File: config.mk
export PLATFORM = sky130hd
export DESIGN_NAME = gpss_shift_unit
export DESIGN_NICKNAME = d
export VERILOG_FILES = /design/src/rtl/gpss_pkg.sv /design/src/rtl/gpss_shift_unit.sv
export SDC_FILE = /design/constraint.sdc
export NUM_CORES = 2
export LEC_CHECK = 0
export BUFFER_PORTS_ARGS = -buffer_cell sky130_fd_sc_hd__buf_4
export CORE_MARGIN = 5
export CORE_UTILIZATION = 40
export CTS_CLUSTER_DIAMETER = 50
export DETAILED_ROUTE_END_ITERATION = 8
export PLACE_DENSITY = 0.57
export REMOVE_ABC_BUFFERS = 1
export SYNTH_ARGS = -nofsm -noshare
export SYNTH_HDL_FRONTEND = slang
export SYNTH_SLANG_ARGS = --single-unit
export TNS_END_PERCENT = 30
File: constraint.sdc
create_clock -name clk -period 16.35 [get_ports clk]
set_input_delay 3.27 -clock clk [delete_from_list [all_inputs] [get_ports clk]]
set_output_delay 3.27 -clock clk [all_outputs]
set_load 0.05 [all_outputs]
File: src/rtl/gpss_pkg.sv
// ----------------------------------------------------------------------------
// gpss_pkg
// Types and fixed constants shared by the grid path signed-sum blocks.
// ----------------------------------------------------------------------------
package gpss_pkg;

	// Field widths of the requests and results
	localparam int VAL_W    = 7;
	localparam int RES_W    = 15;
	localparam int CFG_W    = 8;
	localparam int ROW_W    = 7;
	localparam int MAX_ROWS = 128;
	// Largest per-cell difference |a-b|
	localparam int KMAX     = 127;

	// Register indexes (decoded from paddr[2])
	localparam logic REG_ROWS = 1'b0;
	localparam logic REG_COLS = 1'b1;

	typedef enum logic [1:0] {
		ST_IDLE,
		ST_RUN,
		ST_DRAIN,
		ST_FINISH
	} state_t;

	// Per-cell control handed to the shift unit
	typedef struct packed {
		logic [VAL_W-1:0] k;
		logic             use_up;
		logic             use_left;
		logic             seed;
	} cell_ctl_t;

endpackage

File: src/rtl/gpss_shift_unit.sv
// ----------------------------------------------------------------------------
// gpss_shift_unit
// Streams the source set word by word through a window register and forms
// each new word as the union of the set shifted up and down by k.
// ----------------------------------------------------------------------------
module gpss_shift_unit
	import gpss_pkg::*;
#(
	parameter int WORD_BITS = 64,
	parameter int OFFSET    = 16384,
	parameter int NWORDS    = 512,
	parameter int LAGW      = 2,
	parameter int WA        = 10,
	parameter int WAW       = 9,
	parameter int BIT_W     = 16
) (
	input  logic                 clk,
	input  logic                 arst_n,
	input  logic                 start,
	input  cell_ctl_t            ctl,
	input  logic                 rd_valid,
	input  logic [WA-1:0]        rd_idx,
	input  logic [WORD_BITS-1:0] row_rdata,
	input  logic [WORD_BITS-1:0] left_rdata,
	output logic                 ovf_hit,
	output logic                 busy,
	output logic                 wr_valid,
	output logic [WAW-1:0]       wr_word,
	output logic [WORD_BITS-1:0] wr_data
);

	localparam int SET_BITS  = 2 * OFFSET;
	localparam int WIN_BITS  = (2 * LAGW + 1) * WORD_BITS;
	localparam int SH_W      = $clog2(WIN_BITS);
	localparam int UP_BASE   = LAGW * WORD_BITS;
	localparam int SEED_WORD = OFFSET / WORD_BITS;
	localparam int SEED_BIT  = OFFSET % WORD_BITS;

	logic [WORD_BITS-1:0] src;
	logic [WIN_BITS-1:0]  win_q;
	logic                 valid_s2;
	logic [WA-1:0]        idx_s2;
	logic [WA-1:0]        out_idx;
	logic [BIT_W-1:0]     in_base;
	logic [BIT_W-1:0]     out_base;
	logic [BIT_W-1:0]     k_ext;
	logic [SH_W-1:0]      up_amt;
	logic [SH_W-1:0]      dn_amt;
	logic [WIN_BITS-1:0]  up_all;
	logic [WIN_BITS-1:0]  dn_all;
	logic                 hit_any;

	// Combine the upper, left and seed contributions of one word
	always_comb begin
		src = '0;
		if (rd_idx < WA'(NWORDS)) begin
			if (ctl.use_up)   src = src | row_rdata;
			if (ctl.use_left) src = src | left_rdata;
			if (ctl.seed && rd_idx == WA'(SEED_WORD)) src[SEED_BIT] = 1'b1;
		end
	end

	// Flag source bits that fall out of range on either shift
	assign in_base = BIT_W'(rd_idx) * BIT_W'(WORD_BITS);
	assign k_ext   = BIT_W'(ctl.k);

	always_comb begin
		hit_any = 1'b0;
		for (int j = 0; j < WORD_BITS; j++) begin
			if (src[j] && ((in_base + BIT_W'(j) < k_ext) ||
				(in_base + BIT_W'(j) >= BIT_W'(SET_BITS) - k_ext))) begin
				hit_any = 1'b1;
			end
		end
	end

	assign ovf_hit = rd_valid && hit_any;

	// Advance the window one word per source word
	always_ff @(posedge clk) begin
		if (start) begin
			win_q <= '0;
		end else if (rd_valid) begin
			win_q <= {src, win_q[WIN_BITS-1:WORD_BITS]};
		end
	end

	always_ff @(posedge clk or negedge arst_n) begin
		if (!arst_n) begin
			valid_s2 <= 1'b0;
		end else begin
			valid_s2 <= rd_valid && !start;
		end
	end

	always_ff @(posedge clk) begin
		idx_s2 <= rd_idx;
	end

	// Form the output word centered LAGW words behind the newest source word
	assign up_amt  = SH_W'(UP_BASE) - SH_W'(ctl.k);
	assign dn_amt  = SH_W'(UP_BASE) + SH_W'(ctl.k);
	assign up_all  = win_q >> up_amt;
	assign dn_all  = win_q >> dn_amt;
	assign out_idx = idx_s2 - WA'(LAGW);
	assign out_base = BIT_W'(out_idx) * BIT_W'(WORD_BITS);

	// Drop bits past the end of the set
	always_comb begin
		for (int j = 0; j < WORD_BITS; j++) begin
			wr_data[j] = (up_all[j] | dn_all[j]) &&
				(out_base + BIT_W'(j) < BIT_W'(SET_BITS));
		end
	end

	assign wr_valid = valid_s2 && (idx_s2 >= WA'(LAGW));
	assign wr_word  = out_idx[WAW-1:0];
	assign busy     = valid_s2;

endmodule

== After elaboration in Yosys (flattened, before gate mapping) ==
Cells that the tools add are included.

* Bits in registers: 331
* Latch bits: 0
* Bits in writable memories: 0
* Bits in read-only memories: 0
* Input bits: 152
* Output and inout port bits: 76
* Word-level logic and storage cells: 661
* Memories kept: 0

* $add $sub $neg: 130
* Multiply operators: 0
* Divide/modulo/power cells: 0
* Magnitude comparators: 194
* Eq/ne operators: 1
* Shift-type cells: 2
* Muxes and demuxes: 69
* Bitwise logic cells: 65
* Reduce and logical (&&, ||, !) cells: 197

{| class="wikitable"
|+ Operator list
! kind !! number
|-
| adder 16 x 6 -> 16 bit, second input constant || 64
|-
| greater-or-equal comparator 16 bit || 64
|-
| less-than comparator 16 bit, second input constant || 64
|-
| less-than comparator 16 x 7 -> 1 bit || 64
|-
| >> shifter 320 x 9 -> 64 bit || 2
|-
| adder 16 x 5 -> 16 bit, second input constant || 32
|-
| adder 16 x 4 -> 16 bit, second input constant || 16
|-
| two-way mux 64 bit || 4
|-
| logical AND 1 bit || 132
|-
| adder 16 x 3 -> 16 bit, second input constant || 8
|-
| two-way mux 1 bit || 65
|-
| adder 16 x 2 -> 16 bit, second input constant || 4
|-
| logical OR 1 bit || 64
|-
| bitwise OR 1 bit || 64
|-
| bitwise OR 64 bit || 1
|-
| adder 16 x 1 -> 16 bit, second input constant || 2
|-
| subtractor 16 x 7 -> 16 bit, first input constant || 1
|-
| equality test 10 x 9 -> 1 bit, second input constant || 1
|-
| greater-or-equal comparator 10 x 2 -> 1 bit, second input constant || 1
|-
| less-than comparator 10 bit, second input constant || 1
|-
| subtractor 10 x 2 -> 10 bit, second input constant || 1
|-
| adder 8 x 7 -> 9 bit, first input constant || 1
|-
| subtractor 8 x 7 -> 9 bit, first input constant || 1
|-
| zero test 1 bit || 1
|}

== Longest topological paths before layout ==
* Depth after elaboration: 72
* Mapped depth: 25
* Gate-level depth less buffers: 15

== Worst setup path after synthesis ==
No wires, ideal clock.

* Path kind: in2out
* Start: input ctl[4] (netlist name)
* End: output ovf_hit
* Arrival time: 8725 ps
* Data required time: 13080 ps
* Setup slack: 4355 ps
* Stages on the path: 25
* Path buffers: 10
* Cells stage by stage: buf_2 buf_2 buf_2 buf_2 inv_1 ha_1 buf_2 nor3b_4 and2_1 ha_1 clkbuf_1 inv_2 clkbuf_1 clkbuf_1 clkbuf_1 ha_1 a21oi_1 clkbuf_1 o221ai_1 o21ai_2 nand2_1 o41ai_1 nand4_1 nor4_1 a41oi_1

* Cells in the longest elaborated chain, start to end: 69
* Elaborated cells on any way between the ends: 322
* Those cells by class: 1 x add/sub; 128 x order compare; 64 x mux; 129 x reduce/logical

{| class="wikitable"
|+ Ends and longest elaborated chain
! item !! line !! RTL
|-
| start, declared || gpss_shift_unit.sv:20 || <nowiki>input cell_ctl_t ctl,</nowiki>
|-
| subtractor 16 x 7 -> 16 bit || gpss_shift_unit.sv:71 || <nowiki>(in_base + BIT_W'(j) >= BIT_W'(SET_BITS) - k_ext))) begin</nowiki>
|-
| greater-or-equal comparator 16 bit || gpss_shift_unit.sv:71 ||
|-
| logical OR 1 bit || gpss_shift_unit.sv:70 || <nowiki>if (src[j] && ((in_base + BIT_W'(j) < k_ext) ||</nowiki>
|-
| logical AND 1 bit || gpss_shift_unit.sv:70 ||
|-
| two-way mux 1 bit (63 in series) || gpss_shift_unit.sv:70 ||
|-
| two-way mux 1 bit * || gpss_shift_unit.sv:70 ||
|-
| logical AND 1 bit * || gpss_shift_unit.sv:77 || <nowiki>assign ovf_hit = rd_valid && hit_any;</nowiki>
|-
| end, declared || gpss_shift_unit.sv:25 || <nowiki>output logic ovf_hit,</nowiki>
|}

Mark *: on every way between the ends. The rest lies on a longest branch, timed or not.

== Final worst setup path ==
* Start: input ctl[3] (netlist name)
* End: output wr_data[11]

* Cells in the longest elaborated chain, start to end: 4
* Elaborated cells on any way between the ends: 6
* Those cells by class: 2 x add/sub; 2 x shift; 1 x bitwise; 1 x reduce/logical

{| class="wikitable"
|+ Ends and longest elaborated chain
! item !! line !! RTL
|-
| subtractor 8 x 7 -> 9 bit or adder 8 x 7 -> 9 bit (tied branches) || gpss_shift_unit.sv:101, gpss_shift_unit.sv:102 ||
|-
| >> shifter 320 x 9 -> 64 bit (on tied branches) || gpss_shift_unit.sv:103, gpss_shift_unit.sv:104 ||
|-
| bitwise OR 1 bit * || gpss_shift_unit.sv:111 || <nowiki>wr_data[j] = (up_all[j] | dn_all[j]) &&</nowiki>
|-
| logical AND 1 bit * || gpss_shift_unit.sv:111 ||
|-
| end, declared || gpss_shift_unit.sv:29 || <nowiki>output logic [WORD_BITS-1:0] wr_data</nowiki>
|}

Marks and branches as above.

==> impl_results.rst <==
.. list-table::
   :header-rows: 1

   * - Metric
     - Value
   * - Status
     - finished, violations left
   * - Violated checks
     - max-capacitance violations
   * - Clock transition at the registers of the reported paths
     - about 0.060 ns
   * - Post-route clock period utilization
     - between 70% and 80%
   * - Postcts setup bufs
     - 0
   * - Worst reg2reg setup slack
     - 15.08 ns
   * - Dpl ws
     - 3.662 ns
   * - Critical path peak fanout
     - 98
   * - WL/cell
     - 38.72 um
   * - Distinct cells, synth
     - 95
   * - Combinational family with the most area after synthesis
     - multiplexers
   * - Critical path class
     - primary input to output pin
   * - Length in cells of the worst reg-to-reg path
     - 2
   * - Simple-gate area share of the yosys netlist
     - 14.54%
   * - End of the worst register-to-register path
     - win_q[155]$_SDFFE_PP0P_
   * - Final hold vios
     - 0
   * - Final-layout setup total negative slack
     - 0 ns
   * - Core Rows
     - 126
   * - Remaining max-slew budget at the tightest pin
     - 0.5008%
   * - Synth area leaders
     - sky130_fd_sc_hd__mux4_2 (29%), sky130_fd_sc_hd__mux2i_1 (16%), sky130_fd_sc_hd__dfxtp_1 (14%)
   * - Synth top area share
     - 29.26%
   * - Resized Gates After CTS
     - 0
   * - Count of input and output buffers
     - 227
   * - Setup ws final
     - approximately 3.7 ns
   * - Via count of the first global-routing pass
     - ~46000
   * - Number of maximum-capacitance constraint violations
     - 1
   * - Total CTS buffers
     - 48
   * - First-pass GRT wire length
     - 355100 um
   * - Root buf cell
     - sky130_fd_sc_hd__clkbuf_16
   * - Peak per-stage delay on the critical path
     - ~0.86 ns
   * - Nature of the critical path endpoint
     - output pin
   * - Number of DRC markers after the initial detailed-route iteration
     - 8474
   * - Final critical delay including setup and external delays
     - 12.68 ns
   * - Maximum number of pins on one net before global-route repair
     - between 100 and 150
   * - Remaining DRCs
     - 0
   * - Unrepaired setup endpoints after global routing
     - no
   * - Least-Margin Pin Slew
     - around 1.5 ns
   * - Final wirelength
     - 257300 um
   * - Share of cell area taken by muxes after synthesis
     - 50.68%
   * - Final core utilization
     - 43.30%
   * - Die boundary width
     - 355.1 um
   * - Clock latency of the later-clocked register in the worst-skew pair
     - 0.64 ns
   * - Cell count of the worst hold path
     - 2
   * - Kind of path behind the tightest hold check
     - flip-flop to flip-flop
   * - Asr flop ratio synth
     - less than 1%
   * - Sequence of cells on the critical path
     - buf_8 -> buf_4 -> buf_12 -> buf_4 -> mux4_2 -> mux2_2 -> nor2_1 -> nor3_1 -> a211oi_1 -> a311oi_1 -> o21ai_0 -> a41oi_1 -> buf_4
   * - Maximum buffer depth of the clock tree
     - 3
   * - Number of antenna violations at the first check in global routing
     - 24
   * - Nets@finish
     - about 5200
   * - Total routing resource utilization after global routing
     - ~40%
   * - Static leakage power
     - 0.01943 uW
   * - Number of search-and-repair iterations in the first detailed-routing pass
     - 8
   * - WP data required
     - 13.08 ns
   * - Fraction of final layout cells with drive strength greater than 1
     - a little over a quarter
   * - Synthesized-area fraction occupied by ao, oa, aoi and oai cells
     - between 10% and 20%
   * - Post-synth design cell area
     - approximately 48000 um^2
   * - Pwr Density
     - between 50 and 60 nW/um^2
   * - Standard cell core area
     - 118200 um^2
   * - Max-slew violation total from the final report
     - 0
   * - Total congestion overflow after global routing
     - 0
   * - Footprint of the multi-input gates
     - 38160 um^2
   * - Hold buffer count at cts
     - 0
   * - Global placer's final weighted congestion
     - 1.054
   * - Footprint of the flip-flops and latches
     - around 6600 um^2
   * - Maximum level of the CTS H-tree
     - 2
   * - Worst endpoint data arrival time
     - 9.41 ns
   * - Via total after detailed routing
     - 49360
   * - Share of synthesized area occupied by flip-flops and latches
     - 13.92%
   * - Yosys warns
     - 0
   * - Clock tree from TritonCTS
     - done
   * - Maximum clock skew at final layout
     - 0.02284 ns
   * - Post-synthesis to final-layout area growth
     - 7.478%
   * - Startpoint of the worst hold path
     - win_q[319]$_SDFFE_PP0P_
   * - Final Hold Slack
     - 0.5067 ns
   * - Die area
     - 126100 um^2
   * - Die span in y
     - 355.1 um
   * - Mean number of vias per cell
     - 7.428
   * - Reg-to-reg critical path startpoint
     - win_q[219]$_SDFFE_PP0P_
   * - Io pins
     - around 230
   * - Primary FF master, synth
     - sky130_fd_sc_hd__dfxtp_1
   * - Total of endpoints with negative setup slack in the final report
     - 0
   * - Cell occurring most often along the worst timing path
     - sky130_fd_sc_hd__buf_4
   * - Post-DP HPWL
     - 189800 um
   * - Filler Cell Count
     - 11698
   * - Average cell area after synthesis
     - 9.108 um^2
   * - Instance count of the mapped netlist
     - 5230
   * - Hold Crit Endpoint
     - win_q[319]$_SDFFE_PP0P_
   * - Area of all placed cells without fillers
     - between 50000 and 60000 um^2
   * - Startpoint Class
     - primary input
   * - Master of the slowest instance on the critical path
     - sky130_fd_sc_hd__o21ai_0
   * - Adder-cell share of the synthesized area
     - 0.5988%
   * - Fraction of synthesized cell area in xor and xnor cells
     - less than 1%
   * - Post-synth top area cell
     - sky130_fd_sc_hd__mux4_2
   * - Count of flip-flops with a built-in enable after synthesis
     - 0
   * - Area after DPL
     - slightly below 50000 um^2
   * - Starting density of the core
     - 40.29%
   * - Clock sinks
     - 331
   * - Maximum vdd drop
     - 0.07608 mV
   * - Number of synthesized register bits
     - ~330
   * - Antenna viol nets, final
     - 0
   * - Achievable Freq
     - ~0.079 GHz
## through the flow
step / instances / total power [uW]
after floorplan: 4662 / 1578
after global placement: 6536 / 1959
after detailed placement: 6536 / 1957
after CTS: 6626 / 3045
after global routing: 6626 / 3147
final: 6645 / 3071
## Yosys cell counts, drive strengths merged, types with 18 or more instances
library cell  instances
dfxtp               330
ha                   22
mux2                248
clkbuf              229
o211ai              102
a21oi               250
nor3                109
and3                 25
nand3                87
a31oi                62
nor4                 21
o21ai               190
mux4                619
nand2               616
a311oi               20
nor2                719
buf                 339
inv                  26
o31ai                18
o22ai                22
mux2i               740
a22oi                80
a211oi               78
## state kept, by name, indices dropped and copies added (netlist names)
register,cells
win_q,320
idx_s2,10
busy,1
## cell type report
type	count	share of cell area, %
diodes	19	0.09286
flip-flops and latches	331	12.95
repair buffers	338	5.208
multi-input cells	4305	74.52
clock inverters	33	0.7136
well taps	1536	3.754
inverters	26	0.2273
clock buffers	57	2.529
## per-layer routing
layer / global-route usage, % / vias up / share of wire (%)
li1: - / 19854 / -
met1: 50.52 / 24641 / 37
met2: 57.40 / 4063 / 42
met3: 14.87 / 796 / 15
met4: 17.70 / 6 / 5.9
met5: 0 / - / 0.013
## worst max-delay path, delay by kind of cell
family                 cells  cell delay [ns]
buffers and inverters      5             3.06
AOI/OAI and AO/OA          4             1.53
muxes                      2             1.00
and+or+nand+nor            2             0.23
## where the power goes
part	switching [uW]	total [uW]	leakage (uW)	internal (uW)
registers	46.3	866	0.00268	819
logic	729	1110	0.0159	385
clock network	472	1090	0.000808	619
total	1250	3070	0.0194	1820
## how the worst max path moves through the flow
| stage | startpoint | cells past startpoint | endpoint | slack (ns) |
|---|---|---|---|---|
| after floorplan | ctl[4] | 10 | wr_data[45] | -3.20 |
| after global placement | ctl[3] | 13 | wr_data[11] | 3.68 |
| after detailed placement | ctl[3] | 13 | wr_data[11] | 3.66 |
| after CTS | ctl[3] | 13 | wr_data[11] | 3.65 |
| after global routing | ctl[3] | 13 | wr_data[11] | 3.12 |
| final | ctl[3] | 13 | wr_data[11] | 3.67 |
## kinds of logic after synthesis
group           Yosys count
flops                   331
mux                    1607
fa+ha+maj                23
xor+xnor                 12
compound gates          995
buf+inv                 594
simple gates           1668
## placed cells by master (no fill, tap or decap), types with 10 or more instances in the layout
| master | n |
|---|---|
| sky130_fd_sc_hd__o31ai_1 | 17 |
| sky130_fd_sc_hd__a31oi_1 | 62 |
| sky130_fd_sc_hd__a32oi_1 | 12 |
| sky130_fd_sc_hd__o211ai_1 | 101 |
| sky130_fd_sc_hd__clkbuf_16 | 48 |
| sky130_fd_sc_hd__a22oi_1 | 80 |
| sky130_fd_sc_hd__inv_6 | 10 |
| sky130_fd_sc_hd__o21ai_0 | 152 |
| sky130_fd_sc_hd__a221oi_1 | 12 |
| sky130_fd_sc_hd__ha_1 | 20 |
| sky130_fd_sc_hd__o21ai_1 | 36 |
| sky130_fd_sc_hd__a21oi_1 | 250 |
| sky130_fd_sc_hd__and3_1 | 25 |
| sky130_fd_sc_hd__nor2_1 | 717 |
| sky130_fd_sc_hd__o21a_1 | 16 |
| sky130_fd_sc_hd__diode_2 | 19 |
| sky130_fd_sc_hd__a211oi_1 | 77 |
| sky130_fd_sc_hd__mux4_2 | 619 |
| sky130_fd_sc_hd__buf_4 | 326 |
| sky130_fd_sc_hd__nand2b_1 | 12 |
| sky130_fd_sc_hd__dfxtp_1 | 330 |
| sky130_fd_sc_hd__nand2_1 | 613 |
| sky130_fd_sc_hd__o311ai_0 | 10 |
| sky130_fd_sc_hd__a311oi_1 | 20 |
| sky130_fd_sc_hd__mux2i_1 | 740 |
| sky130_fd_sc_hd__o22ai_1 | 22 |
| sky130_fd_sc_hd__nand3_1 | 87 |
| sky130_fd_sc_hd__a41oi_1 | 12 |
| sky130_fd_sc_hd__and2_1 | 11 |
| sky130_fd_sc_hd__nand4_1 | 16 |
| sky130_fd_sc_hd__mux2_2 | 246 |
| sky130_fd_sc_hd__nor3_1 | 109 |
| sky130_fd_sc_hd__inv_1 | 18 |
| sky130_fd_sc_hd__nor4_1 | 20 |
| sky130_fd_sc_hd__a211o_1 | 10 |
| sky130_fd_sc_hd__or3_1 | 17 |
Power figures use the tool's default switching activity.
