==> config.mk <==
export PLATFORM = sky130hd
export DESIGN_NAME = gpss_min_track
export DESIGN_NICKNAME = d
export VERILOG_FILES = /design/src/rtl/gpss_min_track.sv
export SDC_FILE = /design/constraint.sdc
export NUM_CORES = 1
export LEC_CHECK = 0
export BUFFER_PORTS_ARGS = -buffer_cell sky130_fd_sc_hd__buf_2
export CAP_MARGIN = 20
export CORE_MARGIN = 5
export CORE_UTILIZATION = 50
export CTS_CLUSTER_DIAMETER = 30
export CTS_CLUSTER_SIZE = 40
export DETAILED_ROUTE_END_ITERATION = 6
export PLACE_DENSITY = 0.72
export SLEW_MARGIN = 10
export SYNTH_ARGS = -nofsm -noshare
export SYNTH_HDL_FRONTEND = slang
export SYNTH_SLANG_ARGS = --single-unit
==> constraint.sdc <==
create_clock -name clk -period 3.41 [get_ports clk]
set_clock_uncertainty 0.2 [all_clocks]
set_input_delay 0 -clock clk [delete_from_list [all_inputs] [get_ports clk]]
set_output_delay 0 -clock clk [all_outputs]
set_load 0.01 [all_outputs]
==> src/rtl/gpss_min_track.sv <==
// ----------------------------------------------------------------------------
// gpss_min_track
// Watches the words of the new set in ascending order and keeps the nearest
// set bit below and at-or-above the zero sum; gives the least |sum|.
// ----------------------------------------------------------------------------
module gpss_min_track #(
	parameter int WORD_BITS = 64,
	parameter int OFFSET    = 16384,
	parameter int WAW       = 9,
	parameter int BIT_W     = 16,
	parameter int BEST_W    = 15
) (
	input  logic                 clk,
	input  logic                 arst_n,
	input  logic                 start,
	input  logic                 in_valid,
	input  logic [WAW-1:0]       in_word,
	input  logic [WORD_BITS-1:0] in_data,
	output logic                 busy,
	output logic [BEST_W-1:0]    best
);

	logic                 valid_s3;
	logic [WAW-1:0]       word_s3;
	logic [WORD_BITS-1:0] data_s3;
	logic [BIT_W-1:0]     base;
	logic                 fnd_b;
	logic                 fnd_a;
	logic [BIT_W-1:0]     cand_b;
	logic [BIT_W-1:0]     cand_a;
	logic                 have_b_q;
	logic                 have_a_q;
	logic [BIT_W-1:0]     below_q;
	logic [BIT_W-1:0]     above_q;
	logic [BIT_W-1:0]     dist_b;
	logic [BIT_W-1:0]     dist_a;
	logic [BIT_W-1:0]     best_w;

	always_ff @(posedge clk or negedge arst_n) begin
		if (!arst_n) begin
			valid_s3 <= 1'b0;
		end else begin
			valid_s3 <= in_valid && !start;
		end
	end

	always_ff @(posedge clk) begin
		word_s3 <= in_word;
		data_s3 <= in_data;
	end

	assign base = BIT_W'(word_s3) * BIT_W'(WORD_BITS);

	// Highest set bit below zero sum, lowest at or above it
	always_comb begin
		fnd_b  = 1'b0;
		fnd_a  = 1'b0;
		cand_b = '0;
		cand_a = '0;
		for (int j = 0; j < WORD_BITS; j++) begin
			if (data_s3[j] && (base + BIT_W'(j) < BIT_W'(OFFSET))) begin
				fnd_b  = 1'b1;
				cand_b = base + BIT_W'(j);
			end
		end
		for (int j = WORD_BITS - 1; j >= 0; j--) begin
			if (data_s3[j] && (base + BIT_W'(j) >= BIT_W'(OFFSET))) begin
				fnd_a  = 1'b1;
				cand_a = base + BIT_W'(j);
			end
		end
	end

	// Hold the nearest candidates of this cell
	always_ff @(posedge clk or negedge arst_n) begin
		if (!arst_n) begin
			have_b_q <= 1'b0;
			have_a_q <= 1'b0;
		end else if (start) begin
			have_b_q <= 1'b0;
			have_a_q <= 1'b0;
		end else if (valid_s3) begin
			if (fnd_b) have_b_q <= 1'b1;
			if (fnd_a) have_a_q <= 1'b1;
		end
	end

	always_ff @(posedge clk) begin
		if (valid_s3 && fnd_b) below_q <= cand_b;
		if (valid_s3 && fnd_a && !have_a_q) above_q <= cand_a;
	end

	// Least distance, empty set gives OFFSET
	assign dist_b = BIT_W'(OFFSET) - below_q;
	assign dist_a = above_q - BIT_W'(OFFSET);

	always_comb begin
		best_w = BIT_W'(OFFSET);
		if (have_a_q && dist_a < best_w) best_w = dist_a;
		if (have_b_q && dist_b < best_w) best_w = dist_b;
	end

	assign best = best_w[BEST_W-1:0];
	assign busy = valid_s3;

endmodule

; After elaboration in Yosys (flattened, before gate mapping)
; Cells that the tools add are included.
[classes]
muxes = 264
addsub = 65
n_reduce_logical = 141
order_cmp = 130
[ops]
columns = cell, n
row1 = 16-bit two-way mux, 127
row2 = "16-bit by 15-bit < comparator with 1-bit output, second input constant", 64
row3 = "16-bit by 15-bit >= comparator with 1-bit output, second input constant", 63
row4 = "15-bit by 6-bit adder with 16-bit output, second input constant", 32
row5 = "15-bit by 5-bit adder with 16-bit output, second input constant", 16
row6 = 1-bit logical AND, 134
row7 = 1-bit two-way mux, 134
row8 = "15-bit by 4-bit adder with 16-bit output, second input constant", 8
row9 = "15-bit by 3-bit adder with 16-bit output, second input constant", 4
row10 = 15-bit two-way mux, 3
row11 = "15-bit by 2-bit adder with 16-bit output, second input constant", 2
row12 = "15-bit by 1-bit adder with 16-bit output, second input constant", 1
row13 = 16-bit < comparator, 1
row14 = "15-bit by 16-bit subtractor with 16-bit output, first input constant", 1
row15 = "16-bit by 15-bit subtractor with 16-bit output, second input constant", 1
row16 = "15-bit >= comparator, second input constant", 1
row17 = "15-bit < comparator, second input constant", 1
row18 = 2-bit nonzero test, 3
row19 = 2-bit AND reduction, 2
row20 = 1-bit zero test, 2
[totals]
output_inout_bits = 16
elab_cells = 608
ff_bits = 108

; Depth between registers and ports, before layout
; Gate-level depths: netlist of run 1.
[depth]
depth_word = 70
mapped_depth = 14
mapped_depth_nobuf = 13

; Least setup slack after synthesis of run 1
; OpenSTA, ideal clock, no wires.
[synth_path]
kind = flip-flop to output port
startpoint = register below_q[9]
endpoint = output port best[10]
arrival_time_ps = 3333
stages_incl_launch_ff = 12
setup_slack_ps = -123
path_buffers = 1
cell_sequence = edfxtp_1 > or4_1 > or2_1 > or3_4 > o21a_1 > ha_1 > nand4_1 > a211oi_1 > o32ai_1 > o22ai_1 > buf_2 > mux2_2
[synth_via]
elab_chain_cells = 4
[synth_lines]
columns = element, line_no
row1 = "start, declared", 33  ; logic [BIT_W-1:0] below_q;
row2 = "start signal, assigned", 89  ; if (valid_s3 && fnd_b) below_q <= cand_b;
row3 = 15-bit by 16-bit subtractor with 16-bit output (*), 94  ; assign dist_b = BIT_W'(OFFSET) - below_q;
row4 = 16-bit < comparator, 100  ; if (have_b_q && dist_b < best_w) best_w = dist_b;
row5 = 1-bit logical AND, 100
row6 = 15-bit two-way mux (*), 100
row7 = "end, declared", 20  ; output logic [BEST_W-1:0] best
; Every way passes the cells marked *; elsewhere a longest branch is shown, timed or not.

; Final worst setup path of run 1
[layout_path]
startpoint = register below_q[9]
endpoint = output port best[2]
[layout_via]
elab_chain_cells = 4
[layout_lines]
columns = element, line_no
row1 = 15-bit by 16-bit subtractor with 16-bit output, 94
row2 = 16-bit < comparator, 100
row3 = 1-bit logical AND, 100
row4 = 15-bit two-way mux, 100
; No other way between the ends.

==> results of run 1 <==
-- cell type report --
cell class | count | area (µm²) | area share
inverters | 34 | 128 | 0.0192
multi-input cells | 362 | 2370 | 0.356
flip-flops and latches | 106 | 2440 | 0.366
clock inverters | 6 | 41.3 | 0.00620
repair buffers | 188 | 1390 | 0.208
clock buffers | 10 | 128 | 0.0192
well taps | 133 | 166 | 0.0250
-- synthesized netlist by cell type (8+ instances only) --
cell type                  count
sky130_fd_sc_hd__nand2b_1      9
sky130_fd_sc_hd__nor3_1       14
sky130_fd_sc_hd__mux2_2       13
sky130_fd_sc_hd__o211ai_1      8
sky130_fd_sc_hd__ha_1         16
sky130_fd_sc_hd__o21ai_0      25
sky130_fd_sc_hd__nand2_1      23
sky130_fd_sc_hd__inv_1        34
sky130_fd_sc_hd__nor2_1       49
sky130_fd_sc_hd__edfxtp_1     30
sky130_fd_sc_hd__a211oi_1      8
sky130_fd_sc_hd__nand4_1       8
sky130_fd_sc_hd__dfxtp_1      73
sky130_fd_sc_hd__nor2b_1       9
sky130_fd_sc_hd__and2_1       19
sky130_fd_sc_hd__and3_1       12
sky130_fd_sc_hd__nor4_1       21
sky130_fd_sc_hd__a21oi_1      35
-- power by group through the flow --
| stage | sequential [µW] | combinational [µW] | clock [µW] |
|---|---|---|---|
| 3_5_place_dp | 1450 | 246 | 0 |
| 3_3_place_gp | 1450 | 240 | 0 |
| 2_1_floorplan | 1440 | 149 | 0 |
| 6_report | 1430 | 323 | 662 |
| 4_1_cts | 1430 | 318 | 680 |
| 5_1_grt | 1440 | 360 | 734 |
-- worst register-to-register path, delay by kind of cell (launching register included) --
family / cells / cell delay (ns)
simple gates: 5 / 1.93
flops: 1 / 0.39
-- flip-flops by register name, summed over array words and instances, names as in the netlist --
register / count
above_q: 15
below_q: 15
busy: 1
data_s3: 64
have_a_q: 1
have_b_q: 1
word_s3: 9
-- layout by cell type (no fill, tap or decap), types with 4 or more instances in the layout --
cell type / count
sky130_fd_sc_hd__a211oi_1: 7
sky130_fd_sc_hd__a21oi_1: 35
sky130_fd_sc_hd__a31oi_1: 7
sky130_fd_sc_hd__and2_1: 19
sky130_fd_sc_hd__and3_1: 12
sky130_fd_sc_hd__buf_2: 92
sky130_fd_sc_hd__buf_4: 18
sky130_fd_sc_hd__clkbuf_8: 9
sky130_fd_sc_hd__dfxtp_1: 73
sky130_fd_sc_hd__dlygate4sd3_1: 77
sky130_fd_sc_hd__edfxtp_1: 30
sky130_fd_sc_hd__ha_1: 16
sky130_fd_sc_hd__inv_1: 34
sky130_fd_sc_hd__mux2_2: 13
sky130_fd_sc_hd__nand2_1: 23
sky130_fd_sc_hd__nand2b_1: 9
sky130_fd_sc_hd__nand3_1: 7
sky130_fd_sc_hd__nand4_1: 8
sky130_fd_sc_hd__nor2_1: 49
sky130_fd_sc_hd__nor2b_1: 9
sky130_fd_sc_hd__nor3_1: 13
sky130_fd_sc_hd__nor4_1: 18
sky130_fd_sc_hd__nor4_2: 7
sky130_fd_sc_hd__o211ai_1: 8
sky130_fd_sc_hd__o21ai_0: 25
sky130_fd_sc_hd__o31ai_1: 6
sky130_fd_sc_hd__or2_2: 4
sky130_fd_sc_hd__or3_1: 6
sky130_fd_sc_hd__xnor2_1: 7
sky130_fd_sc_hd__xor2_1: 6
-- cell families after synthesis --
family,Yosys count,share of synthesized area
AO/OA/AOI/OAI,118,0.154
XOR/XNOR,13,0.0232
adder cells (fa/ha/maj),16,0.0407
buffers and inverters,40,0.0310
flip-flops,106,0.496
multiplexers,15,0.0338
other,2,0.00153
AND/OR/NAND/NOR,198,0.220
-- repair_timing --
action                                  in CTS  in global routing
hold endpoints to repair                    79                  0
pin swaps                                    0                  1
resized for setup                            5                  2
buffers inserted                             1                  1
gates cloned                                 0                  0
endpoints found under the setup margin      15                 15
hold buffers                                77                  0
-- routing by layer --
metal / share of wire / vias up / GRT usage
li1: - / 2259 / -
met1: 0.42 / 2084 / 0.255
met2: 0.52 / 143 / 0.386
met3: 0.052 / 19 / 0.0438
met4: 0.014 / 0 / 0.0579
met5: 0 / - / 0
-- through the flow --
stage	cell area [µm²]	setup TNS, ns	hold WS [ns]	setup slack [ns]
after floorplan	4920	0	-0.496	0.0182
after global placement	5670	0	-0.402	0.0775
after detailed placement	5670	-0.0367	-0.399	-0.0149
after CTS	6640	-5.57	0.0384	-0.401
after global routing	6660	-8.09	0.0371	-0.561
final	6660	-5.58	0.0573	-0.403
-- worst max-delay path by stage --
stage and to:
2_1_floorplan best[10], 3_3_place_gp best[9], 3_5_place_dp best[2], 4_1_cts best[2]
5_1_grt best[3], 6_report best[2]
==> impl_metrics.yaml, run 1 <==
clock_network:
  path_clk_slew_ns: 0.09
  clock_latency_of_the_later_clocked_register_in_the_worst_skew_pair_ns: 0.37
  cell_at_the_root_of_the_clock_tree: "sky130_fd_sc_hd__clkbuf_8"
  htreeDepth: 3
  tritoncts: "built"
  max-clock-path-buffers: 2
  cts-buffers-inserted: 9
  cts.sink_count: 106
power_and_ir_drop:
  internal-power_uw: 1810
  power.density_nw_per_um2: 362
  post-layout-total-power_uw: 2410
  vdd_ir_drop_max_mv: 0.333
  clockPowerShare: 0.274
  p_comb_frac: 0.134
  sequentialPowerShare: 0.592
  power.static_leakage_uw: 0.00272
  power.net_switching_uw: 603
  sw_frac_of_total: 0.250
route:
  drt_first_pass_iters: 5
  drt_iter0_markers: 315
  drt-vias-per-instance: 5.37
  detailroute.via_count: 4505
  route.antenna.remaining_nets: 0
  detail_route.drc_violations: 0
  wire_length_per_cell_after_detailed_routing_um: 14.5
  routed_wirelength_mm: 12.1
synth:
  synthesis.nets: 601
  synth.top_cells.by_area: "sky130_fd_sc_hd__dfxtp_1 30%, sky130_fd_sc_hd__edfxtp_1 18%, sky130_fd_sc_hd__ha_1 4.1%"
  synth_async_sr_flop_share: 0.0283
  synth_cell_type_count: 57
  yosys_most_used_dff: "sky130_fd_sc_hd__dfxtp_1"
  synthCells: 508
  synth_enable_flop_cells: 30
  yosys_warnings: 0
  netlist.area_leader.share: 0.297
  synth_area_leader_cell: "sky130_fd_sc_hd__dfxtp_1"
  yosysSeqAreaShare: 0.496
  ys_seq_elements: 106
  avgSynthCellArea_um2: 9.68
  netlist_area_um2: 4920
setup_path:
  crit_start: "below_q[9]"
  crit_path_max_fanout: 15
  critPathCaptureType: "primary output"
  crit_cells: 12
  critPathSlowestCell: "sky130_fd_sc_hd__or4_4"
  worst_setup_path_start_kind: "flop"
  r2r.worst_path.cells: 5
  worst_setup_path_category: "reg -> out"
  r2r_end: "below_q[2]"
  worst_ep_required_time_ns: 3.21
  cpLargestDelayFamily: "simple AND/OR/NAND/NOR gates"
  cp_cell_sequence: "or4_4 > or2_1 > or3_4 > o21a_1 > ha_1 > nand4_1 > a211oi_2 > o32ai_1 > o22ai_2 > buf_12 > mux2_2 > buf_2"
  arrival_ns: 3.61
  regToRegStartpoint: "data_s3[52]"
  critical_path.max_stage_delay_ns: 0.55
  ff2ff_setup_slack_ns: 0.56
  critical_path_buf_inv_count: 2
cells_and_area:
  n_fill_cell: 741
  final_core_util: 0.687
  layout-drive-gt1-share: 0.225
  layout_area_overhead_pct: 35.4
  final-instance-count-excl-fill: 839
  antenna-diode-count: 0
  num-nets-final: 794
global_route:
  grt_remaining_overflow: 0
  grt_first_pass_wirelength_mm: 20.1
  global_route_usage_over_all_layers: 0.213
  grt_antenna_before_repair: 0
  grt_start_max_net_pins: 26
  first_global_vias: 4396
floorplan:
  die_area_um2: 11900
  std_cell_rows: 36
  starting_density_of_the_core: 0.508
  floorplan_core_area_um2: 9680
  pin_count: 93
  die_width_um: 109
  die_height_um: 109
hold_path:
  hold_path_startpoint: "in_data[38]"
  min_delay_worst_endpoint: "data_s3[38]"
  worst_hold_path.num_cells: 2
  worst_hold_path_type: "in -> reg"
timing:
  drv_slew: 0
  timing_worst_slew_pin_value_ns: 0.687
  slew_headroom: 0.537
  post-route-min-period_ns: 3.81
  fin_crit_sh: 1.12
  unrepaired_setup_endpoints_after_global_routing: "true"
  setup_ws_ns: -0.403
  timing.final.hold_violations: 0
  setup_viol_count_final: 15
  fmax_mhz: 262
job:
  drv_cap: 0
run_status:
  failed_checks: "negative setup slack"
  outcome: "finished, violations left"
place:
  dp_hpwl_mm: 8.66
  gpl.final_weighted_congestion: 0.890
  io_buffer_count: 92
  numPlacedInstances: 744
(Power assumes the default switching activity.)
==> run 2: changes to the inputs <==
Settings changed: ABC_AREA set to 1, CORE_UTILIZATION 50 to 51, PLACE_DENSITY 0.72 to not set, PLACE_DENSITY_LB_ADDON set to 0.12.
==> impl_metrics.yaml, run 2 <==
run_status:
  outcome: "finished, violations left"
  failed_checks: "negative setup slack"
place:
  io_buffer_count: 92
  dp_hpwl_mm: 9.49
  gpl.final_weighted_congestion: 0.855
  placedInstanceArea_um2: 6360
  detailedPlace.worstSlack_ns: -0.481
synth:
  yosys_most_used_dff: "sky130_fd_sc_hd__dfxtp_1"
  synth_cell_type_count: 39
  netlist.area_leader.share: 0.274
  ys_seq_elements: 106
  yosysSeqAreaShare: 0.457
  post_synth_and_or_nand_nor_area_fraction: 0.330
  synth_mux_area_frac: 0
  yosys.area_share.adder: 0.0375
  netlist_top_cells_count: "356 x sky130_fd_sc_hd__nand2_1, 73 x sky130_fd_sc_hd__dfxtp_1, 63 x sky130_fd_sc_hd__o21ai_0, 59 x sky130_fd_sc_hd__nor2_1, 44 x sky130_fd_sc_hd__inv_1"
  netlist_area_um2: 5330
  main_combinational_cell_family_by_area_after_synthesis: "simple AND/OR/NAND/NOR gates"
  synthXorXnorAreaFrac: 0.0181
  yosys_warnings: 0
  synthesis.nets: 852
  avgSynthCellArea_um2: 7.03
  synth_compound_area_frac: 0.101
  synth_async_sr_flop_share: 0.0283
  synth.top_cells.by_area: "sky130_fd_sc_hd__dfxtp_1 27%, sky130_fd_sc_hd__nand2_1 25%, sky130_fd_sc_hd__edfxtp_1 17%"
  synthCells: 759
  synth_enable_flop_cells: 30
  synth_area_leader_cell: "sky130_fd_sc_hd__dfxtp_1"
  top_count_cell_post_synth: "sky130_fd_sc_hd__nand2_1"
floorplan:
  die_area_um2: 12600
  std_cell_rows: 37
  floorplan_core_area_um2: 10300
  die_height_um: 112
  starting_density_of_the_core: 0.519
  pin_count: 93
  die_width_um: 112
route:
  drt_first_pass_iters: 5
  detailroute.via_count: 5673
  detail_route.drc_violations: 0
  drt_iter0_markers: 384
  routed_wirelength_mm: 15.4
  route.antenna.remaining_nets: 0
  drt-vias-per-instance: 4.94
  wire_length_per_cell_after_detailed_routing_um: 13.4
setup_path:
  critical_path.max_stage_delay_ns: 0.45
  critPathCaptureType: "primary output"
  critical_path.most_common_cell: "sky130_fd_sc_hd__buf_4"
  crit_path_max_fanout: 7
  cp_cell_sequence: "inv_2 > ha_4 > nand2_4 > nor3_4 > nand3b_1 > buf_4 > buf_4 > buf_4 > xor2_1 > ha_1 > a21oi_1 > nor2_2 > a211oi_2 > nor2_4 > a2111oi_4 > nand3_2 > clkinv_4 > buf_12 > buf_16 > nand2_4 > o21ai_2 > buf_2"
  r2r.worst_path.cells: 63
  critPathSlowestCell: "sky130_fd_sc_hd__edfxtp_1"
  worst_ep_required_time_ns: 3.21
  arrival_ns: 3.98
  worst_setup_path_category: "reg -> out"
  worst_setup_path_start_kind: "flop"
cells_and_area:
  commonest_non_fill_non_tap_cells_in_the_layout: "342 x sky130_fd_sc_hd__nand2_1, 91 x sky130_fd_sc_hd__buf_2, 82 x sky130_fd_sc_hd__buf_4"
  top_registers: "data_s3 (64), above_q (15), below_q (15)"
  mostFrequentLayoutCell: "sky130_fd_sc_hd__nand2_1"
  layout_area_overhead_pct: 49.1
  antenna-diode-count: 0
  largest_register: "data_s3"
  postLayoutCellArea_um2: 7950
  num-nets-final: 1101
  largest_register_ff_count: 64
  layout-drive-gt1-share: 0.266
timing:
  sum_of_negative_setup_slack_ns: -11.27
  timing_worst_slew_pin_value_ns: 0.499
  setup_ws_ns: -0.771
  setup_viol_count_final: 17
  unrepaired_setup_endpoints_after_global_routing: "true"
  post-route-min-period_ns: 4.18
  worst_hold_slack_ns: 0.0467
  fmax_mhz: 239
  slew_headroom: 0.664
  drv_slew: 0
  timing.final.hold_violations: 0
  fin_crit_sh: 1.23
clock_network:
  tritoncts: "built"
  max-clock-path-buffers: 2
  clock_latency_of_the_later_clocked_register_in_the_worst_skew_pair_ns: 0.38
  htreeDepth: 3
  cts.sink_count: 106
  path_clk_slew_ns: 0.09
  cts-buffers-inserted: 9
  cell_at_the_root_of_the_clock_tree: "sky130_fd_sc_hd__clkbuf_8"
global_route:
  global_route_usage_over_all_layers: 0.230
  grt_first_pass_wirelength_mm: 23.7
  grt_remaining_overflow: 0
  grt_start_max_net_pins: 62
  first_global_vias: 5465
  grt_antenna_before_repair: 0
job:
  drv_cap: 0
power_and_ir_drop:
  vdd_ir_drop_max_mv: 0.304
  power.density_nw_per_um2: 358
  post-layout-total-power_uw: 2850
  power.static_leakage_uw: 0.00391
hold_path:
  worst_hold_path_type: "in -> reg"
  worst_hold_path.num_cells: 2
## run 2: changes by cell type after synthesis, sizes merged, moves of 9 or more
cell | before | now
inv | 34 | 48
nand2b | 9 | 0
nor3 | 15 | 6
nand2 | 23 | 356
and3 | 12 | 0
nand3 | 7 | 19
nor2b | 9 | 0
o21ai | 25 | 69
nor2 | 49 | 60
mux2 | 13 | 0
nor4 | 25 | 2
a21oi | 35 | 17
and2 | 19 | 0
## run 2: worst paths after layout
| kind | startpoint | end | slack [ns] |
|---|---|---|---|
| worst max-delay path | below_q[0] | best[8] | -0.77 |
| worst min register to register | word_s3[2] | above_q[8] | 0.35 |
| worst min-delay path | in_data[54] | data_s3[54] | 0.05 |
| max in group asynchronous | arst_n | have_b_q | 2.55 |
| worst max register to register | data_s3[62] | above_q[0] | -0.51 |
| min in group asynchronous | arst_n | busy | 0.32 |
## run 2: kinds of logic (layout without fill, tap and decap cells)
kind of cell,after synthesis,in the layout
simple gates,452,452
flops,106,106
compound gates,100,100
buf+inv,72,326
fa+ha+maj,16,16
xor+xnor,11,11
other cells,2,2
## run 2: area by class of cell
type | instances | area [µm²]
multi-input cells | 581 | 2940
flip-flops and latches | 106 | 2440
fillers | 730 | 2330
repair buffers | 259 | 2000
inverters | 51 | 203
well taps | 136 | 170
clock buffers | 9 | 124
clock inverters | 7 | 67.6
## run 2: per-stage QoR
| step | utilization | cells |
|---|---|---|
| after detailed placement | 0.618 | 1027 |
| after floorplan | - | 759 |
| after CTS | 0.748 | 1142 |
| after global placement | 0.618 | 1027 |
| after global routing | 0.774 | 1149 |
| final | 0.774 | 1149 |
## run 2: where the power goes
group	leakage [µW]	total (µW)	switching, µW	internal, µW
sequential	0.000940	1420	53.6	1370
clock	0.0000931	754	418	337
combinational	0.00288	674	345	329
total	0.00391	2850	816	2030
## run 2: layer usage
layer | up-vias | track usage | part of all wire | wire [µm]
li1 | 2914 | - | - | -
met1 | 2577 | 0.249 | 0.39 | 6060
met2 | 150 | 0.429 | 0.53 | 8200
met3 | 32 | 0.0561 | 0.043 | 661
met4 | 0 | 0.0905 | 0.028 | 435
met5 | - | 0 | 0 | 0
## run 2: what timing repair did
item                                    in CTS  in global routing
cloned                                       2                  1
hold buffers                                77                  0
endpoints found under the setup margin      17                 18
hold endpoints to repair                    79                  0
setup buffers                               20                  9
pin swaps                                    4                 20
resized for setup                           57                 49
## run 2: worst max-delay path, delay by kind of cell (launching register included)
family	cells	cell delay, ns
XOR/XNOR	1	0.20
adder cells (fa/ha/maj)	2	0.38
flip-flops	1	0.45
AO/OA/AOI/OAI	4	0.73
buffers and inverters	8	1.04
AND/OR/NAND/NOR	7	0.81
